**src/rtl/hia_pkg.sv**
```systemverilog
`timescale 1ns / 1ps
package hia_pkg;

  localparam int SLOTS_DEF      = 256;
  localparam int VALUE_BITS_DEF = 32;
  localparam int HANDLE_W       = 16;
  localparam int DATA_W         = 32;
  localparam int SLOTS_CFG_W    = 9;
  localparam int CFG_DATA_W     = 16;

  localparam logic [SLOTS_CFG_W-1:0] SLOTS_CFG_RESET = 9'd256;

  typedef enum logic [1:0] {
    CMD_ALLOC   = 2'd0,
    CMD_RELEASE = 2'd1,
    CMD_LOOKUP  = 2'd2,
    CMD_REBUILD = 2'd3
  } cmd_t;

  typedef enum logic [0:0] {
    CFG_BASE_HANDLE  = 1'b0,
    CFG_SLOTS_IN_USE = 1'b1
  } cfg_idx_t;

  typedef struct packed {
    logic live;
    logic linked;
  } link_flag_t;

  typedef struct packed {
    logic [HANDLE_W-1:0] result_handle;
    logic [DATA_W-1:0]   result_value;
    logic                ok;
    logic [DATA_W-1:0]   free_left;
  } result_t;

endpackage

```
**src/rtl/hia_ctrl.sv**
```systemverilog
`timescale 1ns / 1ps
module hia_ctrl #(
  parameter int SLOTS      = hia_pkg::SLOTS_DEF,
  parameter int VALUE_BITS = hia_pkg::VALUE_BITS_DEF,
  parameter int IW         = $clog2(SLOTS),
  parameter int LW         = $clog2(SLOTS + 1)
) (
  input  logic                   clk,
  input  logic                   rst_n,
  input  logic                   in_valid,
  output logic                   in_ready,
  input  hia_pkg::cmd_t          in_command,
  input  logic [15:0]            in_handle,
  input  logic [31:0]            in_value,
  input  logic [15:0]            base_handle,
  input  logic [8:0]             slots_in_use,
  output logic                   res_valid,
  input  logic                   res_ready,
  output hia_pkg::result_t       res,
  output logic                   val_we,
  output logic [IW-1:0]          val_waddr,
  output logic [VALUE_BITS-1:0]  val_wdata,
  output logic [IW-1:0]          val_raddr,
  input  logic [VALUE_BITS-1:0]  val_rdata,
  output logic                   nxt_we,
  output logic [IW-1:0]          nxt_waddr,
  output logic [LW-1:0]          nxt_wdata,
  output logic                   prv_we,
  output logic [IW-1:0]          prv_waddr,
  output logic [LW-1:0]          prv_wdata,
  output logic                   flg_we,
  output logic [IW-1:0]          flg_waddr,
  output hia_pkg::link_flag_t    flg_wdata,
  output logic [IW-1:0]          lnk_raddr,
  input  logic [LW-1:0]          nxt_rdata,
  input  logic [LW-1:0]          prv_rdata,
  input  hia_pkg::link_flag_t    flg_rdata
);
  import hia_pkg::*;

  localparam logic [LW-1:0] NONE    = LW'(SLOTS);
  localparam int            RST_CNT = (SLOTS < 256) ? SLOTS : 256;

  typedef enum logic [10:0] {
    S_CLEAR = 11'b00000000001,
    S_IDLE  = 11'b00000000010,
    S_LOOK  = 11'b00000000100,
    S_PICK  = 11'b00000001000,
    S_LRD   = 11'b00000010000,
    S_UNL   = 11'b00000100000,
    S_PUSH  = 11'b00001000000,
    S_PUSH2 = 11'b00010000000,
    S_SWRD  = 11'b00100000000,
    S_SWCK  = 11'b01000000000,
    S_DONE  = 11'b10000000000
  } state_t;

  state_t                state_r, state_nxt;
  logic [15:0]           hdl_r;
  logic [VALUE_BITS-1:0] val_r;
  logic [IW-1:0]         idx_r;
  logic                  tgt_live_r;
  logic                  in_sweep_r;
  logic                  reply_r;
  logic [LW-1:0]         swp_i_r;
  logic [LW-1:0]         rb_i_r;
  logic [LW-1:0]         count_r;
  logic [15:0]           rb_base_r;
  logic [LW-1:0]         fhead_r, ftail_r, lhead_r, ltail_r;
  logic [31:0]           total_r;
  logic [15:0]           rhdl_r;
  logic [31:0]           rval_r;
  logic                  ok_r;

  logic                  acc;
  logic                  hit_in, hit_r;
  logic [IW-1:0]         midx_in, midx_r;
  logic                  pick_any, pick_good;
  logic [IW-1:0]         pick_idx;
  logic [15:0]           pick_id;
  logic                  sw_hit;
  logic [IW-1:0]         sw_idx;
  logic [LW-1:0]         hsel;
  logic                  rb_in;
  logic [LW-1:0]         c_new;
  logic [63:0]           rd_wide;

  function automatic logic map_hit(input logic [15:0] h, input logic [15:0] b,
                                   input logic [LW-1:0] c);
    logic [15:0] d;
    d = h - b;
    return (h >= b) && (32'(d) < 32'(c));
  endfunction

  assign acc       = in_valid && in_ready;
  assign in_ready  = (state_r == S_IDLE);
  assign hit_in    = map_hit(in_handle, base_handle, count_r);
  assign midx_in   = IW'(in_handle - base_handle);
  assign hit_r     = map_hit(hdl_r, base_handle, count_r);
  assign midx_r    = IW'(hdl_r - base_handle);
  assign pick_any  = (hdl_r == 16'd0);
  assign pick_good = pick_any ? (ftail_r != NONE) : hit_r;
  assign pick_idx  = pick_any ? IW'(ftail_r) : midx_r;
  assign pick_id   = !pick_any ? hdl_r :
                     (ftail_r == '0) ? 16'd0 : 16'(32'(rb_base_r) + 32'(ftail_r));
  assign sw_hit    = (val_rdata == '0) && (32'(swp_i_r) >= 32'(base_handle));
  assign sw_idx    = IW'(32'(swp_i_r) - 32'(base_handle));
  assign hsel      = tgt_live_r ? lhead_r : fhead_r;
  assign rb_in     = (rb_i_r != '0) && (rb_i_r < count_r);
  assign c_new     = (32'(slots_in_use) > 32'(SLOTS)) ? LW'(SLOTS) : LW'(slots_in_use);
  assign rd_wide   = 64'(val_rdata);

  assign res_valid = (state_r == S_DONE);
  assign res       = '{result_handle: rhdl_r, result_value: rval_r, ok: ok_r,
                       free_left: total_r};

  // memory ports
  always_comb begin
    val_we    = 1'b0;
    val_waddr = idx_r;
    val_wdata = '0;
    val_raddr = midx_in;
    nxt_we    = 1'b0;
    nxt_waddr = idx_r;
    nxt_wdata = NONE;
    prv_we    = 1'b0;
    prv_waddr = idx_r;
    prv_wdata = NONE;
    flg_we    = 1'b0;
    flg_waddr = idx_r;
    flg_wdata = '{live: 1'b0, linked: 1'b0};
    lnk_raddr = idx_r;
    case (state_r)
      S_CLEAR: begin
        val_we    = 1'b1;
        val_waddr = IW'(rb_i_r);
        nxt_we    = 1'b1;
        nxt_waddr = IW'(rb_i_r);
        nxt_wdata = (rb_in && rb_i_r != LW'(1)) ? rb_i_r - LW'(1) : NONE;
        prv_we    = 1'b1;
        prv_waddr = IW'(rb_i_r);
        prv_wdata = (rb_in && (rb_i_r + LW'(1)) < count_r) ? rb_i_r + LW'(1) : NONE;
        flg_we    = 1'b1;
        flg_waddr = IW'(rb_i_r);
        flg_wdata = '{live: 1'b0, linked: rb_in};
      end
      S_IDLE: begin
        val_we    = acc && (in_command == CMD_RELEASE) && hit_in;
        val_waddr = midx_in;
      end
      S_PICK: begin
        val_we    = pick_good;
        val_waddr = pick_idx;
        val_wdata = val_r;
      end
      S_UNL: begin
        nxt_we    = flg_rdata.linked && (prv_rdata != NONE);
        nxt_waddr = IW'(prv_rdata);
        nxt_wdata = nxt_rdata;
        prv_we    = flg_rdata.linked && (nxt_rdata != NONE);
        prv_waddr = IW'(nxt_rdata);
        prv_wdata = prv_rdata;
      end
      S_PUSH: begin
        nxt_we    = 1'b1;
        nxt_wdata = hsel;
        flg_we    = 1'b1;
        flg_wdata = '{live: tgt_live_r, linked: 1'b1};
        prv_we    = (hsel != NONE);
        prv_waddr = IW'(hsel);
        prv_wdata = LW'(idx_r);
      end
      S_PUSH2: prv_we = 1'b1;
      S_SWRD:  val_raddr = IW'(swp_i_r);
      S_SWCK: begin
        val_we    = sw_hit;
        val_waddr = sw_idx;
      end
      default: ;
    endcase
  end

  always_comb begin
    state_nxt = state_r;
    case (state_r)
      S_CLEAR: if (rb_i_r == LW'(SLOTS - 1)) state_nxt = reply_r ? S_DONE : S_IDLE;
      S_IDLE: begin
        if (acc) begin
          case (in_command)
            CMD_ALLOC:   state_nxt = (total_r == '0 && count_r >= LW'(2)) ? S_SWRD : S_PICK;
            CMD_RELEASE: state_nxt = hit_in ? S_LRD : S_DONE;
            CMD_LOOKUP:  state_nxt = hit_in ? S_LOOK : S_DONE;
            default:     state_nxt = S_CLEAR;
          endcase
        end
      end
      S_LOOK:  state_nxt = S_DONE;
      S_PICK:  state_nxt = pick_good ? S_LRD : S_DONE;
      S_LRD:   state_nxt = S_UNL;
      S_UNL:   state_nxt = S_PUSH;
      S_PUSH:  state_nxt = S_PUSH2;
      S_PUSH2: state_nxt = !in_sweep_r ? S_DONE :
                           (swp_i_r == LW'(1)) ? S_PICK : S_SWRD;
      S_SWRD:  state_nxt = S_SWCK;
      S_SWCK:  state_nxt = sw_hit ? S_LRD : (swp_i_r == LW'(1)) ? S_PICK : S_SWRD;
      S_DONE:  if (res_ready) state_nxt = S_IDLE;
      default: state_nxt = S_IDLE;
    endcase
  end

  always_ff @(posedge clk) begin
    if (!rst_n) begin
      state_r    <= S_CLEAR;
      reply_r    <= 1'b0;
      rb_i_r     <= '0;
      count_r    <= LW'(RST_CNT);
      rb_base_r  <= '0;
      fhead_r    <= (RST_CNT >= 2) ? LW'(RST_CNT - 1) : NONE;
      ftail_r    <= (RST_CNT >= 2) ? LW'(1) : NONE;
      lhead_r    <= NONE;
      ltail_r    <= NONE;
      total_r    <= (RST_CNT >= 2) ? 32'(RST_CNT - 1) : 32'd0;
      in_sweep_r <= 1'b0;
    end else begin
      state_r <= state_nxt;
      case (state_r)
        S_CLEAR: rb_i_r <= rb_i_r + LW'(1);
        S_IDLE: begin
          if (acc) begin
            hdl_r      <= in_handle;
            val_r      <= VALUE_BITS'(in_value);
            rhdl_r     <= in_handle;
            rval_r     <= '0;
            ok_r       <= hit_in;
            in_sweep_r <= 1'b0;
            case (in_command)
              CMD_ALLOC: begin
                in_sweep_r <= (total_r == '0 && count_r >= LW'(2));
                swp_i_r    <= count_r - LW'(1);
              end
              CMD_RELEASE: begin
                idx_r      <= midx_in;
                tgt_live_r <= 1'b0;
                if (hit_in) total_r <= total_r + 32'd1;
              end
              CMD_LOOKUP: ;
              default: begin
                reply_r   <= 1'b1;
                ok_r      <= 1'b1;
                rb_i_r    <= '0;
                count_r   <= c_new;
                rb_base_r <= base_handle;
                fhead_r   <= (c_new >= LW'(2)) ? c_new - LW'(1) : NONE;
                ftail_r   <= (c_new >= LW'(2)) ? LW'(1) : NONE;
                lhead_r   <= NONE;
                ltail_r   <= NONE;
                total_r   <= (c_new >= LW'(2)) ? 32'(c_new) - 32'd1 : 32'd0;
              end
            endcase
          end
        end
        S_LOOK: rval_r <= rd_wide[31:0];
        S_PICK: begin
          in_sweep_r <= 1'b0;
          ok_r       <= pick_good;
          rhdl_r     <= pick_good ? pick_id : 16'd0;
          if (pick_good) begin
            idx_r      <= pick_idx;
            tgt_live_r <= 1'b1;
            total_r    <= total_r - 32'd1;
          end
        end
        S_UNL: begin
          if (flg_rdata.linked) begin
            if (prv_rdata == NONE) begin
              if (flg_rdata.live) lhead_r <= nxt_rdata;
              else                fhead_r <= nxt_rdata;
            end
            if (nxt_rdata == NONE) begin
              if (flg_rdata.live) ltail_r <= prv_rdata;
              else                ftail_r <= prv_rdata;
            end
          end
        end
        S_PUSH: begin
          if (hsel == NONE) begin
            if (tgt_live_r) ltail_r <= LW'(idx_r);
            else            ftail_r <= LW'(idx_r);
          end
        end
        S_PUSH2: begin
          if (tgt_live_r) lhead_r <= LW'(idx_r);
          else            fhead_r <= LW'(idx_r);
          if (in_sweep_r) swp_i_r <= swp_i_r - LW'(1);
        end
        S_SWCK: begin
          if (sw_hit) begin
            idx_r      <= sw_idx;
            tgt_live_r <= 1'b0;
            total_r    <= total_r + 32'd1;
          end else begin
            swp_i_r <= swp_i_r - LW'(1);
          end
        end
        S_DONE: reply_r <= 1'b0;
        default: ;
      endcase
    end
  end

endmodule

```
**config.mk**
```make
export PLATFORM = sky130hd
export DESIGN_NAME = hia_ctrl
export DESIGN_NICKNAME = d
export VERILOG_FILES = /design/src/rtl/hia_pkg.sv /design/src/rtl/hia_ctrl.sv
export SDC_FILE = /design/constraint.sdc
export NUM_CORES = 1
export LEC_CHECK = 0
export BUFFER_PORTS_ARGS = -buffer_cell sky130_fd_sc_hd__buf_2
export CORE_ASPECT_RATIO = 0.5
export CORE_MARGIN = 5
export CORE_UTILIZATION = 40
export DETAILED_ROUTE_END_ITERATION = 8
export SLEW_MARGIN = 10
export SYNTH_ARGS = -nofsm -noshare
export SYNTH_HDL_FRONTEND = slang
export SYNTH_SLANG_ARGS = --single-unit
```
**constraint.sdc**
```tcl
create_clock -name clk -period 5.1 [get_ports clk]
set_input_delay 0.765 -clock clk [delete_from_list [all_inputs] [get_ports clk]]
set_output_delay 0.765 -clock clk [all_outputs]
set_load 0.005 [all_outputs]
```
==> impl_metrics.yaml, run 1 <==
outcome:
  status: "finished, violations left"
  violations: "setup timing"
detailed_routing:
  wl_per_cell_um: 21.6
  post_drt_via_cell_ratio: 5.84
  wirelength_um: 60700
  firstDrtPassIters: 6
  drc_errors: 0
  drtIter0Drc: 1712
  ant_nets: 0
  num_vias: 16423
yosys:
  syn-cell-area_um2: 16100
  synth-async-reset-ratio: 0
  yosysWarningCount: 0
  ys_seq_area_frac: 0.347
  ys.flop_type: "edfxtp_1"
  synth_edf_count: 115
  synth_cell_type_count: 84
  syn_inst: 1934
  synth_area_per_cell_um2: 8.31
  syn_nets: 2164
  ys_ff_latch: 221
sta:
  fin_crit_ns: 5.18
  clock.fmax_mhz: 193
  holdWs_ns: 0.386
  setup_viol: 1
  finalCritPeriodShare: 1.02
  grt_setup_unrepaired: "yes"
  finalClockSkew_ns: 0.0193
  finalHoldViolCount: 0
  timing.slew.headroom: 0.250
  tightest_slew_ns: 1.12
  maxSlewViolCount: 0
  fin_ws_ns: -0.0815
critical_path:
  endpoint_kind: "output port"
  cp_cell_sequence: "buf_2, inv_1, ha_1, nor2b_1, o31a_1, buf_4, o21a_1, nor2_1, xnor2_1, ha_1, nand4_1, a21oi_1, o311a_1, a2111oi_4, buf_4, a41oi_2, nand2b_4, o21a_1, o311ai_2, buf_2"
  crit_path_start_kind: "input port"
  crit_fanout: 4
  worst_path_max_delay_cell: "o311a_1"
  critPathKind: "input port to output port"
  reg2reg_slack_ns: 0.76
  crit_arrival_ns: 4.42
  required_ns: 4.34
  max_stage_delay_ns: 0.38
final_layout:
  syn_to_final_growth_pct: 21.5
  drive_gt1_frac: 0.221
  layout.nets: 2488
  layout_commonest_cell: "buf_2"
  stdcell_area_um2: 19500
  fin_util: 0.497
  final_cell_mix: "buf_2, nand2_1, nor2_1"
  fill_cells: 3888
cts:
  path_clk_slew_ns: 0.07
  cts_tree: "built"
  ctsLongestPathBuffers: 3
  clkSinkCount: 221
  worstSkewPairLatency_ns: 0.55
  cts_root_buffer: "clkbuf_16"
  h-tree-depth: 1
  cts_buffers: 24
place:
  post-dp-hpwl_um: 45900
  io_buffers: 317
  placed_area_um2: 18600
  place_ws_ns: -0.322
  gp_congestion: 0.969
global_route:
  grt_pass1_vias: 15204
  grt_util_all_layers: 0.259
  antenna_found_initial: 8
  grt-ovfl-total: 0
  grt_max_degree: 73
  grt_pass1_wl_um: 90900
floorplan:
  initial_core_util: 0.409
  die-area_um2: 44500
  fp.dieH_um: 152
  std_cell_rows: 51
  ios: 318
  fp.coreArea_um2: 39300
  die_x_um: 293
flow_run:
  maxCapViolations: 0
power_and_ir_drop:
  power_frac_comb: 0.219
  power.leakage_uw: 0.00842
  p_switching_uw: 1440
  clkPwrFrac: 0.386
  p_per_area_nw_per_um2: 245
  design_power_total_uw: 4780
  ir_worst_vdd_mv: 0.201
  switching_share: 0.300
  seq_power_share: 0.395
  p_int_uw: 3350
worst_hold_path:
  min_path_type: "input port to register"
==> logic make-up after synthesis <==
logic type,count (synthesis),synth area share
compound gates,538,0.221
flops,221,0.347
simple gates,775,0.241
buf+inv,189,0.0464
fa+ha+maj,99,0.0789
xor+xnor,58,0.0316
mux,54,0.0340
==> per-stage QoR <==
step	setup TNS, ns	std cells
detailed placement	-0.322	2757
global placement	-0.310	2757
floorplan	0	1934
global route	-0.300	2813
finish	-0.0815	2813
CTS	-0.0774	2805
==> final timing paths <==
path | start | endpoint | cells after the start
worst max register to register | hdl_r[1] | tgt_live_r | 18
worst min register to register | rb_base_r[5] | rb_base_r[5] | 2
worst max-delay path | base_handle[1] | val_we | 20
worst min-delay path | in_value[16] | val_r[16] | 1
==> what timing repair did <==
| action | 4_1_cts | 5_1_grt |
|---|---|---|
| hold buffers | 0 | 0 |
| setup buffers | 4 | 1 |
| setup endpoints to repair | 1 | 1 |
| resized for setup | 13 | 4 |
| pin swaps | 7 | 1 |
==> cells in the mapped netlist, drive strengths merged (12+ instances only) <==
library cell	instances	share of area
nand2	241	0.057
nor2	152	0.036
a21oi	124	0.039
o21ai	124	0.039
edfxtp	115	0.21
dfxtp	106	0.13
ha	95	0.074
clkbuf	94	0.022
and2	75	0.029
inv	75	0.018
nor3	66	0.021
mux2i	49	0.031
nand3	47	0.015
nor4	45	0.018
xnor2	38	0.021
a21o	32	0.015
a31oi	30	0.012
o21a	24	0.011
a211oi	23	0.011
nand4	22	0.0086
a22oi	20	0.0093
buf	20	0.0069
xor2	20	0.011
nand2b	19	0.0074
nor2b	19	0.0074
and3	17	0.0066
o211ai	17	0.0079
or3	17	0.0066
a21boi	14	0.0065
o31ai	14	0.0065
a221oi	13	0.0082
a221o	12	0.0075
nor3b	12	0.0056
==> power groups by stage <==
| stage | logic (uW) | clock network (uW) | registers (uW) |
|---|---|---|---|
| 4_1_cts | 1030 | 1870 | 1890 |
| 6_report | 1050 | 1850 | 1890 |
| 5_1_grt | 1130 | 1950 | 1890 |
| 2_1_floorplan | 580 | 0 | 1920 |
| 3_5_place_dp | 1010 | 0 | 1930 |
| 3_3_place_gp | 1010 | 0 | 1930 |
==> worst max-delay path: cells and delay by family <==
kind                       cells  cell delay, ns
and+or+nand+nor                4            0.56
AOI/OAI and AO/OA              8            1.56
xor gates and xnor gates       1            0.16
buffers and inverters          5            0.77
adders and majority gates      2            0.59
==> layout make-up <==
type | instances | area, um^2 | share of cell area
clock buffers | 28 | 657 | 0.0336
clock inverters | 16 | 138 | 0.00705
inverters | 75 | 282 | 0.0144
multi-input cells | 1524 | 9880 | 0.506
repair buffers | 412 | 2310 | 0.118
diodes | 7 | 17.5 | 0.000897
flip-flops and latches | 221 | 5580 | 0.286
well taps | 530 | 663 | 0.0340
==> state kept, by name (all words and copies together) (netlist names) <==
signal	flops
lhead_r	9
count_r	9
rb_base_r	16
lnk_raddr	8
in_sweep_r	1
fhead_r	9
rval_r	32
ftail_r	9
rb_i_r	9
state_r	11
val_r	32
total_r	32
ok_r	1
tgt_live_r	1
rhdl_r	16
reply_r	1
hdl_r	16
swp_i_r	9
==> per-layer routing <==
metal,part of all wire,global-route usage
met4,0.025,0.0656
met5,0.00012,0
met1,0.44,0.359
met2,0.45,0.413
met3,0.081,0.0568
(Power assumes the default switching activity.)
==> inputs of run 2 (changes only) <==
--- a/config.mk
+++ b/config.mk
@@ -9,6 +9,7 @@
 export CORE_ASPECT_RATIO = 0.5
 export CORE_MARGIN = 5
 export CORE_UTILIZATION = 40
+export CTS_BUF_LIST = sky130_fd_sc_hd__clkbuf_2
 export DETAILED_ROUTE_END_ITERATION = 8
 export SLEW_MARGIN = 10
 export SYNTH_ARGS = -nofsm -noshare
==> run 2 against run 1 <==
Against the previous run: the run still ends with setup timing left; sequential power barely moved; non-clock buffer count rose by 75; final cell count is 4.7% higher; global-route usage grew 0.74 points; via count increased by 3.2%; power shrank 8.4%; clock power down 25%; worst setup slack got worse by 0.43 ns; largest cell class unchanged.
==> impl_metrics.yaml, run 2 (synthesis gave the netlist of run 1 again) <==
floorplan:
  die-area_um2: 44500
  fp.coreArea_um2: 39300
  initial_core_util: 0.409
  die_x_um: 293
  ios: 318
  std_cell_rows: 51
  fp.dieH_um: 152
detailed_routing:
  post_drt_via_cell_ratio: 5.75
  num_vias: 16953
  wirelength_um: 62100
  ant_nets: 0
  wl_per_cell_um: 21.1
  firstDrtPassIters: 6
  drtIter0Drc: 1760
  drc_errors: 0
power_and_ir_drop:
  switching_share: 0.335
  p_per_area_nw_per_um2: 219
  seq_power_share: 0.431
  ir_worst_vdd_mv: 0.156
  clkPwrFrac: 0.318
  design_power_total_uw: 4380
  p_int_uw: 2910
  power.leakage_uw: 0.00875
  power_frac_comb: 0.251
  p_switching_uw: 1470
final_layout:
  drive_gt1_frac: 0.231
  reg.largest.list: "rval_r: 32 flops, total_r: 32 flops, val_r: 32 flops"
  layout.nets: 2594
  fin_util: 0.510
  final_cell_mix: "buf_2, nand2_1, nor2_1"
  instances_no_fill: 2946
  syn_to_final_growth_pct: 24.7
  layout_commonest_cell: "buf_2"
worst_hold_path:
  min_path_type: "input port to register"
global_route:
  grt_util_all_layers: 0.266
  grt_max_degree: 73
  grt_pass1_vias: 15959
  grt-ovfl-total: 0
  antenna_found_initial: 9
  grt_pass1_wl_um: 93200
place:
  post-dp-hpwl_um: 45900
  gp_congestion: 0.969
  dp_cells: 2757
  io_buffers: 317
  place_ws_ns: -0.322
sta:
  fin_crit_ns: 5.61
  maxSlewViolCount: 0
  timing.slew.headroom: 0.244
  tightest_slew_ns: 1.13
  finalCritPeriodShare: 1.10
  finalClockSkew_ns: 0.0942
  grt_setup_unrepaired: "yes"
  finalSetupTns_ns: -0.508
  clock.fmax_mhz: 178
  setup_viol: 1
  finalHoldViolCount: 0
  fin_ws_ns: -0.508
cts:
  cts_tree: "built"
  cts_buffers: 55
  ctsLongestPathBuffers: 3
  cts_root_buffer: "clkbuf_2"
  clkSinkCount: 221
  worstSkewPairLatency_ns: 1.02
  h-tree-depth: 2
  path_clk_slew_ns: 0.12
critical_path:
  required_ns: 4.34
  crit_path_start_kind: "register"
  critPathKind: "register to output port"
  crit_arrival_ns: 4.84
  crit_fanout: 2
  endpoint_kind: "output port"
outcome:
  status: "finished, violations left"
  violations: "setup timing"
flow_run:
  maxCapViolations: 0
-- run 2: cell count changes in the layout (fill, tap and decap cells not counted), sizes merged --
cell,before,now
clkinvlp,2,0
clkbuf,28,86
clkinv,11,13
buf,412,411
dlygate4sd3,0,76
-- run 2: layer usage --
| metal | track usage | routed length (um) |
|---|---|---|
| met1 | 0.357 | 27000 |
| met4 | 0.0783 | 1440 |
| met5 | 0 | 19 |
| met3 | 0.0701 | 5290 |
| met2 | 0.426 | 28400 |
-- run 2: power groups by stage --
stage                     clock, uW  combinational, uW  sequential, uW
final                          1390               1100            1890
after global routing           1530               1190            1890
after floorplan                   0                580            1920
after detailed placement          0               1010            1930
after CTS                      1430               1060            1890
after global placement            0               1010            1930
-- run 2: worst max-delay path: stages, from the launching register on --
cell and delay [ns]:
edfxtp_1 0.39, inv_2 0.06, ha_4 0.16, fa_2 0.38, nor2b_2 0.14, o211a_1 0.19, o21a_1 0.15, o21a_1 0.11
nor2_1 0.04, xnor2_1 0.12, ha_1 0.31, nand2_1 0.07, o221a_2 0.17, o2111ai_2 0.09, or3_4 0.36, a2111oi_4 0.18
buf_4 0.19, a41oi_2 0.14, nand2b_4 0.19, o21a_1 0.13, o311ai_2 0.10, buf_2 0.18
-- run 2: metrics by stage --
| stage | hold slack, ns | cell area (um^2) |
|---|---|---|
| after floorplan | 0.432 | 16100 |
| after global placement | 0.445 | 18600 |
| after detailed placement | 0.450 | 18600 |
| after CTS | 0.000458 | 19900 |
| after global routing | 0.000166 | 20000 |
| final | 0.0790 | 20000 |
-- run 2: path summary, 6_finish.rpt --
path	startpoint	end	slack [ns]	depth (start not counted)
min	val_rdata[4]	rval_r[4]	0.08	2
max	hdl_r[0]	val_we	-0.51	21
max reg2reg	hdl_r[0]	tgt_live_r	0.76	21
min reg2reg	rb_base_r[5]	rb_base_r[5]	0.46	2
-- run 2: layout make-up --
type	instances	area [um^2]
Sequential cell	221	5580
Antenna cell	7	17.5
Timing Repair Buffer	487	3070
Clock buffer	86	430
Clock inverter	16	120
Multi-Input combinational cell	1524	9880
Fill cell	3883	19300
Inverter	75	282
Tap cell	530	663
-- run 2: timing repair --
| action | in CTS | in global routing |
|---|---|---|
| pin swaps | 5 | 1 |
| setup endpoints to repair | 1 | 17 |
| hold endpoints to repair | 65 | 11 |
| hold buffers | 65 | 11 |
| resized for setup | 11 | 9 |
| cloned | 0 | 0 |
| buffers inserted | 4 | 0 |
